**src/rtl/pfa_pkg.sv**
```systemverilog
`timescale 1ns / 1ps
`default_nettype none
// ----------------------------------------------------------------------------
// pfa_pkg
// shared types and constants of the partition fit allocator
// ----------------------------------------------------------------------------
package pfa_pkg;

  // fixed field widths of the transaction ports
  localparam int SLOT_W = 3;
  localparam int SIZE_W = 16;
  localparam int PART_W = 3;

  // defaults for the top-level parameters
  localparam int DEF_NUM_PARTITIONS = 8;
  localparam int DEF_SIZE_BITS      = 16;

  // command queue between front and back (power of two)
  localparam int QUEUE_DEPTH = 2;
  localparam int QPTR_W      = (QUEUE_DEPTH > 1) ? $clog2(QUEUE_DEPTH) : 1;
  localparam int QCNT_W      = $clog2(QUEUE_DEPTH + 1);

  // transaction kinds
  localparam logic KIND_LOAD = 1'b0;
  localparam logic KIND_REQ  = 1'b1;

  // fit rules
  localparam logic [1:0] POL_BEST  = 2'd0;
  localparam logic [1:0] POL_FIRST = 2'd1;
  localparam logic [1:0] POL_NEXT  = 2'd2;
  localparam logic [1:0] POL_WORST = 2'd3;

  // classified command as it sits in the queue
  typedef struct packed {
    logic              kind;
    logic [SLOT_W-1:0] slot;
    logic              slot_ok;
    logic [SIZE_W-1:0] size;
  } item_t;

endpackage
`default_nettype wire

```
**src/rtl/pfa_front.sv**
```systemverilog
`timescale 1ns / 1ps
`default_nettype none
// ----------------------------------------------------------------------------
// pfa_front
// accepts commands, checks the load slot range and queues them for the back
// ----------------------------------------------------------------------------
module pfa_front #(
  parameter int NUM_PARTITIONS = pfa_pkg::DEF_NUM_PARTITIONS
) (
  input  wire                        clk,
  input  wire                        rst,
  input  wire                        start,
  input  wire                        kind,
  input  wire  [pfa_pkg::SLOT_W-1:0] slot,
  input  wire  [pfa_pkg::SIZE_W-1:0] size,
  output logic                       busy,
  output logic                       q_valid,
  output pfa_pkg::item_t             q_item,
  input  wire                        q_pop
);
  import pfa_pkg::*;

  item_t              q_mem [QUEUE_DEPTH];
  logic [QPTR_W-1:0]  wr_ptr;
  logic [QPTR_W-1:0]  rd_ptr;
  logic [QCNT_W-1:0]  count;
  logic               push;
  item_t              in_item;

  // classify the incoming transaction
  always_comb begin
    in_item.kind    = kind;
    in_item.slot    = slot;
    in_item.slot_ok = (32'(slot) < NUM_PARTITIONS);
    in_item.size    = size;
  end

  assign busy    = (count == QCNT_W'(QUEUE_DEPTH));
  assign push    = start && !busy;
  assign q_valid = (count != '0);
  assign q_item  = q_mem[rd_ptr];

  always_ff @(posedge clk) begin
    if (push) begin
      q_mem[wr_ptr] <= in_item;
    end
  end

  always_ff @(posedge clk) begin
    if (rst) begin
      wr_ptr <= '0;
      rd_ptr <= '0;
      count  <= '0;
    end else begin
      if (push) begin
        wr_ptr <= wr_ptr + QPTR_W'(1);
      end
      if (q_pop) begin
        rd_ptr <= rd_ptr + QPTR_W'(1);
      end
      count <= count + QCNT_W'(push) - QCNT_W'(q_pop);
    end
  end

  a_count_track: assert property (@(posedge clk) disable iff (rst)
    !$past(rst) |-> count == $past(count) + QCNT_W'($past(push)) - QCNT_W'($past(q_pop)))
    else $error("queue count out of step with push and pop");

  a_pop_nonempty: assert property (@(posedge clk) disable iff (rst)
    q_pop |-> count != '0)
    else $error("pop from empty queue");

  a_push_visible: assert property (@(posedge clk) disable iff (rst)
    push |=> q_valid)
    else $error("pushed command not visible to the back");

endmodule
`default_nettype wire

```
**src/rtl/pfa_back.sv**
```systemverilog
`timescale 1ns / 1ps
`default_nettype none
// ----------------------------------------------------------------------------
// pfa_back
// executes queued commands against the capacity memory, scanning one entry per cycle
// ----------------------------------------------------------------------------
module pfa_back #(
  parameter int NUM_PARTITIONS = pfa_pkg::DEF_NUM_PARTITIONS,
  parameter int SIZE_BITS      = pfa_pkg::DEF_SIZE_BITS
) (
  input  wire                        clk,
  input  wire                        rst,
  input  wire  [1:0]                 policy,
  input  wire                        q_valid,
  input  pfa_pkg::item_t             q_item,
  output logic                       q_pop,
  output logic                       done,
  output logic                       granted,
  output logic [pfa_pkg::PART_W-1:0] partition,
  output logic [pfa_pkg::SIZE_W-1:0] leftover
);
  import pfa_pkg::*;

  localparam int IW = (NUM_PARTITIONS > 1) ? $clog2(NUM_PARTITIONS) : 1;
  localparam int CW = (SIZE_BITS > SIZE_W) ? SIZE_BITS : SIZE_W;
  localparam logic [IW-1:0] LAST = IW'(NUM_PARTITIONS - 1);

  localparam logic [1:0] S_IDLE = 2'd0;
  localparam logic [1:0] S_SCAN = 2'd1;
  localparam logic [1:0] S_DONE = 2'd2;

  logic [1:0]           state;
  logic [SIZE_W-1:0]    req;
  logic [IW-1:0]        cur_pos;
  logic [IW-1:0]        cnt;
  logic                 found;
  logic [IW-1:0]        pick;
  logic [SIZE_BITS-1:0] pick_cap;
  logic [IW-1:0]        nptr;

  logic [SIZE_BITS-1:0] cap_mem [NUM_PARTITIONS];
  logic [NUM_PARTITIONS-1:0] cap_vld;
  logic [SIZE_BITS-1:0] rd_data;
  logic                 rd_vld;
  logic [IW-1:0]        rd_addr;
  logic [IW-1:0]        start_pos;

  logic                 wr_en;
  logic [IW-1:0]        wr_addr;
  logic [SIZE_BITS-1:0] wr_data;

  logic [SIZE_BITS-1:0] cap_eff;
  logic                 fits;
  logic                 take;
  logic [IW+PART_W-1:0] pick_ext;

  function automatic logic [IW-1:0] wrap_inc(input logic [IW-1:0] p);
    return (p == LAST) ? '0 : p + IW'(1);
  endfunction

  assign start_pos = (policy == POL_NEXT) ? nptr : '0;
  assign rd_addr   = (state == S_IDLE) ? start_pos : wrap_inc(cur_pos);
  assign q_pop     = (state == S_IDLE) && q_valid;

  // never-written entries read as zero capacity
  assign cap_eff = rd_vld ? rd_data : '0;
  assign fits    = CW'(cap_eff) >= CW'(req);

  always_comb begin
    case (policy)
      POL_BEST:  take = fits && (!found || cap_eff < pick_cap);
      POL_WORST: take = fits && (!found || cap_eff > pick_cap);
      default:   take = fits && !found;
    endcase
  end

  always_comb begin
    wr_en   = 1'b0;
    wr_addr = pick;
    wr_data = pick_cap - SIZE_BITS'(req);
    if (state == S_IDLE) begin
      wr_en   = q_valid && (q_item.kind == KIND_LOAD) && q_item.slot_ok;
      wr_addr = IW'(q_item.slot);
      wr_data = SIZE_BITS'(q_item.size);
    end else if (state == S_DONE) begin
      wr_en = found;
    end
  end

  assign pick_ext = {{PART_W{1'b0}}, pick};

  // capacity memory: one write port, one registered read port
  always_ff @(posedge clk) begin
    if (wr_en) begin
      cap_mem[wr_addr] <= wr_data;
    end
    rd_data <= cap_mem[rd_addr];
  end

  always_ff @(posedge clk) begin
    if (rst) begin
      cap_vld <= '0;
      rd_vld  <= 1'b0;
    end else begin
      if (wr_en) begin
        cap_vld[wr_addr] <= 1'b1;
      end
      rd_vld <= cap_vld[rd_addr];
    end
  end

  always_ff @(posedge clk) begin
    if (rst) begin
      state <= S_IDLE;
      nptr  <= '0;
      done  <= 1'b0;
      found <= 1'b0;
    end else begin
      done <= (state == S_DONE);
      case (state)
        S_IDLE: begin
          if (q_valid) begin
            if (q_item.kind == KIND_LOAD) begin
              nptr <= '0;
            end else begin
              req     <= q_item.size;
              cur_pos <= start_pos;
              cnt     <= '0;
              found   <= 1'b0;
              state   <= S_SCAN;
            end
          end
        end
        S_SCAN: begin
          if (take) begin
            found    <= 1'b1;
            pick     <= cur_pos;
            pick_cap <= cap_eff;
          end
          if (cnt == LAST) begin
            state <= S_DONE;
          end else begin
            cnt     <= cnt + IW'(1);
            cur_pos <= wrap_inc(cur_pos);
          end
        end
        S_DONE: begin
          granted   <= found;
          partition <= found ? pick_ext[PART_W-1:0] : '0;
          leftover  <= found ? SIZE_W'(wr_data) : '0;
          if (found && policy == POL_NEXT) begin
            nptr <= wrap_inc(pick);
          end
          state <= S_IDLE;
        end
        default: state <= S_IDLE;
      endcase
    end
  end

  a_pop_idle: assert property (@(posedge clk) disable iff (rst)
    q_pop |-> state == S_IDLE)
    else $error("command taken while back is working");

  a_done_after_scan: assert property (@(posedge clk) disable iff (rst)
    done |-> $past(state) == S_DONE)
    else $error("result strobe without finished scan");

  a_scan_from_zero: assert property (@(posedge clk) disable iff (rst)
    (state == S_SCAN && $past(state) == S_IDLE) |-> cnt == '0)
    else $error("scan did not start at the first step");

endmodule
`default_nettype wire

```
**src/rtl/partition_fit_allocator.sv**
```systemverilog
`timescale 1ns / 1ps
`default_nettype none
// ----------------------------------------------------------------------------
// partition_fit_allocator
// capacity tracker for a fixed set of partitions with four fit rules
// ----------------------------------------------------------------------------
// a transaction is taken when start is high and busy is low; a load
// transaction writes one partition capacity (if its slot is in range) and
// gives no result, a request transaction gives exactly one result, shown for
// a single cycle with done high, and the receiver cannot stall it. commands
// pass through a two-entry queue, so busy only rises when two commands are
// waiting. in the back, a load is written as it leaves the queue, and a
// request is scanned over the capacity memory: it has a single registered
// read port, so the scan reads one partition per cycle, then a final step
// writes back the charged capacity and registers the result. the result
// strobe appears in the cycle after that step. capacities reset to zero via
// per-entry valid bits, so there is no clearing pass after reset. policy
// may only be written while no transaction is in flight.
// ----------------------------------------------------------------------------
module partition_fit_allocator #(
  parameter int NUM_PARTITIONS = pfa_pkg::DEF_NUM_PARTITIONS,
  parameter int SIZE_BITS      = pfa_pkg::DEF_SIZE_BITS
) (
  input  wire                        clk,
  input  wire                        rst,
  // command side
  input  wire                        start,
  output logic                       busy,
  input  wire                        kind,
  input  wire  [pfa_pkg::SLOT_W-1:0] slot,
  input  wire  [pfa_pkg::SIZE_W-1:0] size,
  // result side
  output logic                       done,
  output logic                       granted,
  output logic [pfa_pkg::PART_W-1:0] partition,
  output logic [pfa_pkg::SIZE_W-1:0] leftover,
  // policy register write
  input  wire                        policy_wr,
  input  wire  [1:0]                 policy_data
);
  import pfa_pkg::*;

  logic [1:0] policy;   // fit rule, reset to best fit
  logic       q_valid;  // queue holds a command
  item_t      q_item;   // oldest queued command
  logic       q_pop;    // back takes the oldest command

  always_ff @(posedge clk) begin
    if (rst) begin
      policy <= POL_BEST;
    end else if (policy_wr) begin
      policy <= policy_data;
    end
  end

  // front: classify and queue commands
  pfa_front #(
    .NUM_PARTITIONS(NUM_PARTITIONS)
  ) u_front (
    .clk     (clk),
    .rst     (rst),
    .start   (start),
    .kind    (kind),
    .slot    (slot),
    .size    (size),
    .busy    (busy),
    .q_valid (q_valid),
    .q_item  (q_item),
    .q_pop   (q_pop)
  );

  // back: capacity memory, scan and write-back
  pfa_back #(
    .NUM_PARTITIONS(NUM_PARTITIONS),
    .SIZE_BITS     (SIZE_BITS)
  ) u_back (
    .clk       (clk),
    .rst       (rst),
    .policy    (policy),
    .q_valid   (q_valid),
    .q_item    (q_item),
    .q_pop     (q_pop),
    .done      (done),
    .granted   (granted),
    .partition (partition),
    .leftover  (leftover)
  );

endmodule
`default_nettype wire

```
**config.mk**
```make
export PLATFORM = sky130hd
export DESIGN_NAME = partition_fit_allocator
export DESIGN_NICKNAME = d
export VERILOG_FILES = /design/src/rtl/pfa_pkg.sv /design/src/rtl/pfa_front.sv /design/src/rtl/pfa_back.sv /design/src/rtl/partition_fit_allocator.sv
export SDC_FILE = /design/constraint.sdc
export NUM_CORES = 1
export LEC_CHECK = 0
export BUFFER_PORTS_ARGS = -buffer_cell sky130_fd_sc_hd__buf_4
export CAP_MARGIN = 20
export CORE_ASPECT_RATIO = 0.8
export CORE_MARGIN = 1.5
export CORE_UTILIZATION = 62
export DETAILED_ROUTE_END_ITERATION = 8
export PLACE_DENSITY = 0.8
export SETUP_SLACK_MARGIN = 0.02
export SYNTH_ARGS = -nofsm -noshare
export SYNTH_HDL_FRONTEND = slang
export SYNTH_SLANG_ARGS = --single-unit
export TNS_END_PERCENT = 20
```
**constraint.sdc**
```tcl
create_clock -name clk -period 4.1 [get_ports clk]
set_input_delay 0.205 -clock clk [delete_from_list [all_inputs] [get_ports clk]]
set_output_delay 0.205 -clock clk [all_outputs]
set_load 0.01 [all_outputs]
```
* Word-level counts from Yosys, hierarchy flattened
Memories as Yosys holds them, arrays and structs flattened. A register that Yosys moved wholly into a read port is not among the register bits.
Cells that the tools add are included.
** Storage, ports and cells
- Register bits :: 83
- Bits in writable memories :: 168
- Input port bits :: 26
- Output and inout bits :: 22
- Logic and storage cells :: 117
- Memories kept :: 2
** Cells by class
- Add/sub/neg operators :: 8
- Magnitude comparators :: 6
- Eq/ne operators :: 15
- Multiplexer cells :: 40
- Bitwise operators :: 3
- Reduce and logical (&&, ||, !) cells :: 25
** Memories
- u_back.cap_mem :: depth 8, bits a word 16, rd ports 1, clocked after memory_dff 1, write ports 1, line pfa_back.sv:41 : logic [SIZE_BITS-1:0] cap_mem [NUM_PARTITIONS];
- u_front.q_mem :: depth 2, bits a word 20, rd ports 1, clocked after memory_dff 1, write ports 1, line pfa_front.sv:23 : item_t q_mem [QUEUE_DEPTH];
** Operator list (count)
- two-way mux 3 bit :: 14
- two-way mux 16 bit :: 2
- case mux 3 bit (2 select lines) :: 3
- >= comparator 16 bit :: 1
- greater-than comparator 16 bit :: 1
- < comparator 16 bit :: 1
- subtractor 16 bit :: 1
- two-way mux 1 bit :: 13
- AND reduction 4 bit :: 3
- adder 3 x 1 -> 3 bit (second input constant) :: 3
- equality test 3 bit (second input constant) :: 3
- equality test 2 bit (second input constant) :: 4
- logical AND 1 bit :: 8
- < comparator 3 x 4 -> 1 bit (second input constant) :: 2
- != test 2 x 1 -> 1 bit (second input constant) :: 4
- bitwise OR 8 bit :: 1
- two-way mux 2 bit :: 3
- != test 2 bit (second input constant) :: 3
- AND reduction 3 bit :: 2
- nonzero test 2 bit :: 3
- AND reduction 5 bit :: 1
- zero test 2 bit :: 2
- case mux 1 bit (2 select lines) :: 2
- case mux 2 bit (2 select lines) :: 1
- 12 further kinds :: 16

* Longest topological paths before layout
Gate-level depths: netlist of run 1.
- Depth after elaboration :: 7
- Gate-level depth with buffers :: 11
- Mapped depth without buffers :: 9

* Hierarchy
From an unflattened synthesis of run 1, not the netlist that was laid out.
** Second synthesis, totals
- Cell total of the unflattened synthesis :: 998
- Area total of the unflattened synthesis :: 11877.6 um2
** By module, submodules not included
- pfa_back :: instances 1, cells each 902, area an instance 10133.5 um2, seq. area each 6316.1 um2
- pfa_front :: instances 1, cells each 90, area an instance 1676.6 um2, seq. area each 1301.2 um2
- partition_fit_allocator :: instances 1, cells each 6, area an instance 67.6 um2, seq. area each 40.0 um2

* Least setup slack after synthesis of run 1
Ideal clock, no wire load.
- Path kind :: register to register
- Start point :: register u_back.rd_vld
- End point :: register u_back.pick[0], enable pin
- Library setup time :: 0.401 ns
- Data arrival time :: 3.064 ns
- Data required time :: 3.699 ns
- Slack :: 0.635 ns
- Cell stages (with the launch flop) :: 10
- Buffers on the path :: 2
- Clock period less this slack :: 3.465 ns
- Path through :: dfxtp_1 clkbuf_1 clkbuf_1 and2_1 ha_1 and4_1 a221o_1 a221oi_1 mux2i_1 a21oi_1
** On the way
- Word-level cells in the longest chain between the ends :: 6
- Elaborated cells on any way between the ends :: 11
- Those cells by class :: order compare (3); mux (2); reduce/logical (6)
** RTL lines
- from (decl) :: line pfa_back.sv:44 : logic rd_vld;
- from (signal assigned) :: line pfa_back.sv:108 : rd_vld <= cap_vld[rd_addr];
- two-way mux 16 bit * :: line pfa_back.sv:66 : assign cap_eff = rd_vld ? rd_data : '0;
- net u_back.cap_eff[7] :: line pfa_back.sv:52 : logic [SIZE_BITS-1:0] cap_eff;
- greater-than comparator 16 bit or < comparator 16 bit (tied branches) :: line pfa_back.sv:72, pfa_back.sv:71
- logical OR 1 bit (on tied branches) :: line pfa_back.sv:72, pfa_back.sv:71
- logical AND 1 bit (on tied branches) :: line pfa_back.sv:72, pfa_back.sv:71
- case mux 1 bit (2 select lines) * :: line pfa_back.sv:70 : case (policy)
- AND reduction 3 bit (no line) *
- to (signal assigned) :: line pfa_back.sv:137 : pick <= cur_pos;
- to (decl) :: line pfa_back.sv:37 : logic [IW-1:0] pick;
Mark *: on every way through the listed nets, which the timed path passes. The rest lies on a longest branch.
A chain may end at the register's enable or synchronous reset.

* Final worst setup path of run 1
- Start point :: register u_back.rd_vld
- End point :: register u_back.pick_cap[13], enable pin
** On the way
- Word-level cells in the longest chain between the ends :: 6
- Elaborated cells on any way between the ends :: 11
- Those cells by class :: order compare (3); mux (2); reduce/logical (6)
** RTL lines
- two-way mux 16 bit * :: line pfa_back.sv:66
- net u_back.cap_eff[6] :: line pfa_back.sv:52
- greater-than comparator 16 bit or < comparator 16 bit (tied branches) :: line pfa_back.sv:72, pfa_back.sv:71
- logical OR 1 bit (on tied branches) :: line pfa_back.sv:72, pfa_back.sv:71
- logical AND 1 bit (on tied branches) :: line pfa_back.sv:72, pfa_back.sv:71
- case mux 1 bit (2 select lines) * :: line pfa_back.sv:70
- AND reduction 3 bit (no line) *
- to (signal assigned) :: line pfa_back.sv:138 : pick_cap <= cap_eff;
- to (decl) :: line pfa_back.sv:38 : logic [SIZE_BITS-1:0] pick_cap;
Marks and branches as above.

==> flow_summary.toml, run 1 <==
[critical_path]
crit_chain = "and2_1 -> ha_1 -> a21oi_1 -> nand2_1 -> a221o_1 -> a221oi_1 -> mux2i_1 -> a21oi_2 -> buf_4"
crit_family = "compound AO/OA/AOI/OAI gates"
critPathSlowestCell = "dfxtp_1"
arrival_ns = 3.62
r2r_cells = 9
cp-start-kind = "flip-flop"
r2r_setup_slack_ns = 0.71
crit-reg2reg-launch = "u_back.rd_vld$_SDFF_PP0_"
cp.required_ns = 4.32
critPathBufInv = 1
reg2reg_to = "u_back.pick_cap[13]$_DFFE_PP_"
critPathMaxFanout = 19
cp.depth = 9
crit_type = "flip-flop to flip-flop"
startpoint = "u_back.rd_vld$_SDFF_PP0_"
cpPeakStageDelay_ns = 0.72
crit_end = "u_back.pick_cap[13]$_DFFE_PP_"
crit_path_end_kind = "flip-flop"

[logic_synthesis]
synth_largest_area_cell = "edfxtp_1"
yosys.area.top_type_share_pct = 57.4
synth_flop_cell = "edfxtp_1"
ys_ff_latch = 268
synth-edff-count = 229
synth_cell_types = 67
synthCells = 1003
ys_warn_count = 0
syn_nets = 1084
synth_common_cells = "edfxtp_1, nand2_1, nand3_1"
yosysMostFrequentCell = "edfxtp_1"
synthArstFlopShare_pct = 0
ys_seq_area_share_pct = 63.9
syn-cell-area_um2 = 12000
syn_area_per_cell_um2 = 11.9
synth_area_leaders = "edfxtp_1, dfxtp_1, nand2_1"

[routing]
vias = 7919
route.detailed.drc = 0
wl_um = 26200
drtAntennaViolNets = 0
first_pass_iters = 5
wl_per_cell_um = 19.3
vias_per_cell = 5.83
first_iter_violations = 821

[clock_network]
clkTransAtPathRegs_ns = 0.06
cts_hold_buf = 24
clk_latency_ns = 0.53
cts_tree = "done"
clockBufferDepth = 3
htreeDepth = 1
ctsRootBufferMaster = "clkbuf_16"
clock_sinks = 268
post_cts_resized = 0
post_cts_buffers = 0
numCtsBuffers = 25

[timing]
rsz0062_at_grt = "false"
finalSetupViolCount = 0
skew_ns = 0.0159
max_freq_mhz = 295
finalSetupTns_ns = 0
finalMaxSlewViolations = 0
period_share_pct = 82.8
final.min_clock_period_ns = 3.39
slew_headroom_pct = 27.3
hold_viol_final = 0
tightest_slew_ns = 1.08

[die]
rows = 45
io_pins = 48
fp.dieH_um = 127
die_area_um2 = 20200
dieWidth_um = 158
initial_core_util_pct = 63.1
core_area_um2 = 19000

[placement]
place.port_buffers = 47
dp_hpwl_um = 16900
place_congestion = 0.902

[power]
vdd_drop_max_mv = 0.499
p_total_mw = 8.00
power.leakage_nw = 5.32
powerDensity_nw_per_um2 = 585

[layout]
diodes = 0
drive_gt1_share_pct = 12.5
final.fill_count = 1284
nets = 1162
syn_to_final_growth_pct = 14.1
seq_area_um2 = 7660
multi_input_area_um2 = 3990

[global_route]
antenna_found_initial = 0
grt_pass1_wl_um = 41100
grt_pass1_vias = 7735
grt.overflow.total = 0
grt_max_degree = 54
grt_usage_pct = 27.0

[min_path]
worstHoldPathType = "input pin to flip-flop"
hold_start = "rst"

[status]
status = "completed"

[flow_run]
maxCapViolCount = 0
## cell families (layout without fill, tap and decap cells)
group,count (synthesis),count (layout),share of synthesized area [%]
adder cells (fa/ha/maj),55,55,5.81
buffers and inverters,85,182,3.00
AO/OA/AOI/OAI,128,128,7.64
XOR/XNOR,14,14,1.02
multiplexers,28,28,2.53
AND/OR/NAND/NOR,425,425,16.1
flip-flops,268,268,63.9
## through the flow
step | util [%] | std cells | hold WS (ns) | cell area [um^2] | worst slack (ns)
global placement | 66.7 | 1286 | 0.390 | 12700 | 0.789
global route | 72.0 | 1358 | 0.0249 | 13700 | 0.471
finish | 72.0 | 1358 | 0.0358 | 13700 | 0.706
detailed placement | 66.7 | 1286 | 0.392 | 12700 | 0.740
CTS | 71.8 | 1356 | 0.0275 | 13600 | 0.749
floorplan | - | 1003 | 0.304 | 12000 | 0.635
## sequential cells by signal, indices dropped and copies added (netlist names), 3 cells and up, named ones only
name              cells
u_back.cap_mem      128
u_back.pick_cap      16
u_back.partition      3
u_back.rd_data       16
u_back.leftover      16
u_back.cur_pos        3
u_back.cnt            3
u_back.req           16
u_front.q_mem        40
u_back.nptr           3
u_back.cap_vld        8
u_back.pick           3
## metal layers
layer  up-vias  wire [um]  GRT usage, %
met5         -          0             0
met4         0        962          10.9
met3        52       1920          5.60
met2       308      12100          42.7
met1      3787      11200          36.9
li1       3772          -             -
## layout by cell type (no fill, tap or decap), drive strengths merged, types with 24 or more instances in the layout
master,count
and2,29
a21oi,36
dfxtp,39
nor2,67
ha,54
o21ai,29
nand2,184
dlygate4sd3,24
inv,45
clkbuf,38
buf,68
edfxtp,229
nand3,96
## cell type report
cell class	count	area share, %
Timing Repair Buffer	93	5.79
Inverter	43	1.18
Clock buffer	37	5.05
Clock inverter	9	0.375
Tap cell	258	2.36
Multi-Input combinational cell	650	29.2
Sequential cell	268	56.0
## power by group
group | switching (mW) | total (mW) | internal, mW
logic | 1.44 | 2.14 | 0.699
clock network | 0.954 | 2.12 | 1.17
registers | 0.146 | 3.74 | 3.59
total | 2.54 | 8.00 | 5.46
## worst min-delay path by stage
stage                                          end  slack (ns)  cells after the start
floorplan            u_front.q_mem[0][0]$_DFFE_PP_        0.30                      0
global placement    u_front.q_mem[1][12]$_DFFE_PP_        0.39                      1
detailed placement   u_front.q_mem[1][6]$_DFFE_PP_        0.39                      1
CTS                 u_back.cap_vld[3]$_SDFFE_PP0P_        0.03                      2
global route        u_back.cap_vld[3]$_SDFFE_PP0P_        0.02                      2
finish              u_back.cap_vld[3]$_SDFFE_PP0P_        0.04                      2
(Power assumes the default switching activity.)
==> run 2: changes to the inputs <==
--- a/config.mk
+++ b/config.mk
@@ -9,9 +9,9 @@
 export CAP_MARGIN = 20
 export CORE_ASPECT_RATIO = 0.8
 export CORE_MARGIN = 1.5
-export CORE_UTILIZATION = 62
+export CORE_UTILIZATION = 56
 export DETAILED_ROUTE_END_ITERATION = 8
-export PLACE_DENSITY = 0.8
+export PLACE_DENSITY = 0.76
 export SETUP_SLACK_MARGIN = 0.02
 export SYNTH_ARGS = -nofsm -noshare
 export SYNTH_HDL_FRONTEND = slang
==> constraint.sdc (replaced) <==
create_clock -name clk -period 3.1 [get_ports clk]
set_input_delay 0.155 -clock clk [delete_from_list [all_inputs] [get_ports clk]]
set_output_delay 0.155 -clock clk [all_outputs]
set_load 0.01 [all_outputs]
==> run 2 against run 1 <==
Against the previous run: the run now ends with DRC left; first-iteration DRC count fell by 15%; worst hold slack gained 0.0053 ns; wire length grew 2.3%; final area is 2.0% higher; final cell count rose by 2.8%; core utilization is 5.1 points lower; worst setup slack lost 0.52 ns; clock-buffer cell count fell by 2; sequential share of layout area down 1.1 points; register-to-register slack got worse by 0.52 ns; critical path type unchanged; critical endpoint is now u_back.cap_mem[3][9]$_DFFE_PP_.
==> flow_summary.toml, run 2 (same netlist as run 1, synthesis figures left out) <==
[status]
status = "finished with violations"
violations = "DRC"

[global_route]
grt_pass1_vias = 7781
antenna_found_initial = 0
grt_max_degree = 35
grt_usage_pct = 24.4
grt_pass1_wl_um = 42100
grt.overflow.total = 0

[layout]
largest_register = "u_back.cap_mem"
final.fill_count = 1500
final_common_cell = "edfxtp_1"
seq_area_um2 = 7660
nets = 1188
drive_gt1_share_pct = 14.6
multi_input_area_um2 = 4000
largest_reg_flops = 128
fin_util_pct = 67.0
largest_registers = "u_back.cap_mem: 128 flops, u_front.q_mem: 40 flops"
syn_to_final_growth_pct = 16.4
final_cell_mix = "edfxtp_1, nand2_1, nand3_1"
diodes = 0

[die]
die_area_um2 = 22300
io_pins = 48
core_area_um2 = 20800
initial_core_util_pct = 57.5
dieWidth_um = 167
fp.dieH_um = 134
rows = 47

[critical_path]
critPathMaxFanout = 9
cp-start-kind = "flip-flop"
arrival_ns = 3.09
cp.required_ns = 3.27
crit_type = "flip-flop to flip-flop"
crit_path_end_kind = "flip-flop"

[clock_network]
htreeDepth = 1
numCtsBuffers = 26
clockBufferDepth = 3
clock_sinks = 268
clk_latency_ns = 0.53
clkTransAtPathRegs_ns = 0.06
ctsRootBufferMaster = "clkbuf_16"
post_cts_buffers = 0
cts_tree = "done"

[power]
internal-power_mw = 7.48
powerDensity_nw_per_um2 = 780
seq_power_share_pct = 45.3
power_frac_comb_pct = 27.1
p_total_mw = 10.9
netSwitchingFraction_pct = 31.2
p_sw_mw = 3.39
power.leakage_nw = 5.47
p_clk_share_pct = 27.6
vdd_drop_max_mv = 0.544

[timing]
final.min_clock_period_ns = 2.92
finalSetupViolCount = 0
period_share_pct = 94.1
setup_ws_ns = 0.181
finalMaxSlewViolations = 0
rsz0062_at_grt = "false"
max_freq_mhz = 343
hold_viol_final = 0
slew_headroom_pct = 26.8
skew_ns = 0.0203
tightest_slew_ns = 1.09

[routing]
drtAntennaViolNets = 0
first_iter_violations = 701
vias_per_cell = 5.77
wl_per_cell_um = 19.2
wl_um = 26800
first_pass_iters = 9
vias = 8053
route.detailed.drc = 2

[placement]
place_congestion = 0.881
dp_hpwl_um = 17400
place.port_buffers = 47
dpl_worst_slack_ns = 0.166

[flow_run]
maxCapViolCount = 0

[min_path]
worstHoldPathType = "input pin to flip-flop"
-- run 2: cell types whose count changed in the layout (fill, tap and decap cells not counted), moves of 3 or more --
| cell | delta |
|---|---|
| buf_4 | +22 |
| clkbuf_1 | -3 |
| clkinv_2 | +3 |
| dlygate4sd3_1 | +3 |
-- run 2: path summary, 6_finish.rpt --
path | startpoint | end | slack (ns) | cells past startpoint
setup / recovery | u_back.pick_cap[1]$_DFFE_PP_ | u_back.cap_mem[3][9]$_DFFE_PP_ | 0.18 | 6
setup reg to reg | u_back.pick_cap[1]$_DFFE_PP_ | u_back.cap_mem[3][9]$_DFFE_PP_ | 0.18 | 6
hold reg to reg | u_back.cur_pos[2]$_DFFE_PP_ | u_back.pick[2]$_DFFE_PP_ | 0.46 | 0
hold / removal | start | u_front.wr_ptr$_SDFFE_PP0P_ | 0.04 | 4
-- run 2: cell type report --
class                      count  share of cell area (%)
clock buffer                  35                    5.13
clock inverter                13                   0.619
inverter                      43                    1.16
multi-input combinational    650                    28.7
sequential                   268                    54.9
tap                          269                    2.41
timing repair buffer         118                    7.05
-- run 2: power by group through the flow --
stage	sequential, mW	clock, mW	combinational [mW]
final	4.92	3.00	2.95
after floorplan	4.93	0	1.91
after CTS	4.92	3.04	2.94
after detailed placement	5.00	0	2.89
after global routing	4.96	3.18	3.24
after global placement	4.99	0	2.82
-- run 2: worst max-delay path, cell delays in order, from the launching register on --
cell and delay [ns]:
edfxtp_1 0.42, ha_1 0.29, nor2b_1 0.27, o2111ai_4 0.21
a311oi_1 0.40, nor3_1 0.09, o31ai_1 0.88
-- run 2: metal layers --
layer  share of wire [%]  global-route usage [%]
met5                   0                       0
met4                 2.3                    7.58
met3                 6.5                    3.01
met2                  46                    39.9
met1                  45                    34.7
-- run 2: repair_timing --
item / in CTS / in global routing
endpoints found under the setup margin: 0 / 19
hold buffers: 27 / 0
endpoints found under the hold margin: 55 / 0
resized for setup: 0 / 3
-- run 2: through the flow --
step	setup TNS [ns]	hold WS (ns)	instance area (um^2)	cells
after global routing	0	0.101	13900	1396
after CTS	0	0.0285	13900	1396
final	0	0.0412	13900	1396
after floorplan	-1.93	0.254	12000	1003
after detailed placement	0	0.343	12800	1321
after global placement	0	0.340	12800	1321
==> run 3: changes to the inputs <==
--- a/config.mk
+++ b/config.mk
@@ -5,6 +5,7 @@
 export SDC_FILE = /design/constraint.sdc
 export NUM_CORES = 1
 export LEC_CHECK = 0
+export ABC_AREA = 1
 export BUFFER_PORTS_ARGS = -buffer_cell sky130_fd_sc_hd__buf_4
 export CAP_MARGIN = 20
 export CORE_ASPECT_RATIO = 0.8
==> run 3 against run 2 <==
Against the previous run: the run now ends clean; critical path depth rose by 6; worst hold slack better by 0.087 ns; die area is 1.7% lower; combinational power increased by 7.5%; worst setup slack improved by 0.12 ns; synthesized cell count increased by 5.0%.
==> flow_summary.toml, run 3 <==
[global_route]
grt_usage_pct = 24.4
antenna_found_initial = 0
grt_pass1_vias = 7979
grt.overflow.total = 0
grt_pass1_wl_um = 41100
grt_max_degree = 69

[logic_synthesis]
synth_area_leaders = "edfxtp_1, dfxtp_1, ha_1"
synth-edff-count = 229
synthArstFlopShare_pct = 0
ys_ff_latch = 268
yosysMostFrequentCell = "edfxtp_1"
synth_flop_cell = "edfxtp_1"
yosys.area.top_type_share_pct = 58.4
syn_nets = 1134
ys_warn_count = 0
syn-cell-area_um2 = 11800
synth_cell_types = 44
ys_seq_area_share_pct = 65.1
syn_area_per_cell_um2 = 11.2
synth_common_cells = "edfxtp_1, nand2_1, nor2_1"
synth_largest_area_cell = "edfxtp_1"
synthCells = 1053

[critical_path]
arrival_ns = 3.13
reg2reg_to = "u_back.cap_mem[3][10]$_DFFE_PP_"
critPathSlowestCell = "edfxtp_1"
r2r_cells = 12
cpPeakStageDelay_ns = 0.40
cp_common_cell = "nand2_1"
cp.required_ns = 3.42
crit_type = "flip-flop to flip-flop"
crit_path_end_kind = "flip-flop"
r2r_setup_slack_ns = 0.30
cp-start-kind = "flip-flop"
crit-reg2reg-launch = "u_back.req[0]$_DFFE_PP_"
critPathMaxFanout = 8
crit_chain = "ha_1 -> fa_1 -> inv_1 -> nand3_1 -> nand2_1 -> a21boi_1 -> o21ai_0 -> nand2_1 -> nand2_1 -> xor2_1 -> nand2_1 -> nand2_1"

[die]
io_pins = 48
die_area_um2 = 21900
fp.dieH_um = 133
dieWidth_um = 165
core_area_um2 = 20600
rows = 47
initial_core_util_pct = 57.0

[clock_network]
ctsRootBufferMaster = "clkbuf_16"
htreeDepth = 1
clockBufferDepth = 3
numCtsBuffers = 25
clock_sinks = 268
post_cts_resized = 0
post_cts_buffers = 0
clkTransAtPathRegs_ns = 0.06
clk_latency_ns = 0.53
cts_tree = "done"

[layout]
nets = 1222
diodes = 0
drive_gt1_share_pct = 11.6
final_common_cell = "edfxtp_1"
largest_register = "u_back.cap_mem"
final_cell_mix = "edfxtp_1, nand2_1, nor2_1"
finalNonFillerCells = 1429
final.fill_count = 1522
syn_to_final_growth_pct = 15.0
largest_registers = "u_back.cap_mem: 128 flops, u_front.q_mem: 40 flops"
seq_area_um2 = 7660
largest_reg_flops = 128
multi_input_area_um2 = 3520

[min_path]
hold-path-cell-count = 3
worstHoldPathType = "input pin to flip-flop"
hold_start = "start"
hold_end = "u_front.q_mem[1][17]$_DFFE_PP_"

[routing]
drtAntennaViolNets = 0
first_iter_violations = 863
wl_um = 26000
vias = 7979
route.detailed.drc = 0
vias_per_cell = 5.58
wl_per_cell_um = 18.2
first_pass_iters = 5

[timing]
skew_ns = 0.0138
final.min_clock_period_ns = 2.80
max_freq_mhz = 357
finalSetupViolCount = 0
setup_ws_ns = 0.297
finalMaxSlewViolations = 0
slew_headroom_pct = 50.8
rsz0062_at_grt = "false"
tightest_slew_ns = 0.738
finalSetupTns_ns = 0
period_share_pct = 90.4
hold_viol_final = 0

[placement]
place.port_buffers = 47
placed_cells = 1357
dpl_worst_slack_ns = 0.441
dp_hpwl_um = 16900
place_congestion = 0.926

[status]
status = "completed"

[power]
vdd_drop_max_mv = 0.583
powerDensity_nw_per_um2 = 831
power.leakage_nw = 5.49

[flow_run]
maxCapViolCount = 0
==> run 3: cell count changes after synthesis, sizes merged, moves of 29 or more <==
cell    previous run  this run
o21bai             0        34
nor2              67       113
o21ai             29       108
nand3             96        29
and2              29         0
inv               43       108
==> run 3: kinds of logic after synthesis <==
family	after synthesis	share of synthesized area [%]
compound gates	241	11.9
xor+xnor	8	0.596
fa+ha+maj	55	5.91
buf+inv	146	5.06
flops	268	65.1
simple gates	335	11.5
==> run 3: repair_timing <==
item                                    in CTS  in global routing
hold buffers                                26                  0
endpoints found under the hold margin       57                  0
endpoints found under the setup margin       0                  0
==> run 3: power by group <==
part	switching, mW	internal, mW
clock	1.31	1.72
combinational	2.27	0.898
sequential	0.187	4.86
total	3.77	7.48
==> run 3: final cells by class <==
cell class              instances  share of cell area (%)
clock inverters                11                   0.675
flip-flops and latches        268                    56.6
inverters                     110                    3.06
well taps                     269                    2.49
multi-input cells             639                    26.0
repair buffers                 97                    5.86
clock buffers                  35                    5.34
==> run 3: per-layer routing <==
metal  global-route usage [%]  vias up  part of all wire, %
met4                     8.46        0                  3.2
met2                     40.0      258                   48
met3                     3.39       59                  5.7
met5                        0        -                    0
met1                     33.5     3822                   44
li1                         -     3840                    -
==> run 3: worst max path at each step <==
| stage | start | end | cells past startpoint |
|---|---|---|---|
| floorplan | u_back.rd_vld$_SDFF_PP0_ | u_back.pick[0]$_DFFE_PP_ | 16 |
| global placement | u_back.rd_vld$_SDFF_PP0_ | u_back.pick_cap[8]$_DFFE_PP_ | 15 |
| detailed placement | u_back.rd_vld$_SDFF_PP0_ | u_back.pick_cap[8]$_DFFE_PP_ | 15 |
| CTS | u_back.req[0]$_DFFE_PP_ | u_back.cap_mem[4][10]$_DFFE_PP_ | 12 |
| global route | u_back.rd_vld$_SDFF_PP0_ | u_back.pick_cap[10]$_DFFE_PP_ | 15 |
| finish | u_back.req[0]$_DFFE_PP_ | u_back.cap_mem[3][10]$_DFFE_PP_ | 12 |
==> run 3: through the flow <==
stage          instance area, um^2  utilization (%)  power, mW  hold slack [ns]
2_1_floorplan                11800                -       7.24            0.254
3_3_place_gp                 12500             60.4       8.09            0.341
3_5_place_dp                 12500             60.4       8.22            0.343
4_1_cts                      13500             65.6       11.3            0.106
5_1_grt                      13500             65.6       11.8            0.149
6_report                     13500             65.6       11.2            0.128
==> run 3: worst max-delay path, delay by kind of cell (launching register included) <==
kind / cells / cell delay, ns
DFF: 1 / 0.40
buffers and inverters: 1 / 0.10
and+or+nand+nor: 6 / 0.82
xor gates and xnor gates: 1 / 0.16
AOI/OAI and AO/OA: 2 / 0.51
adders and majority gates: 2 / 0.59
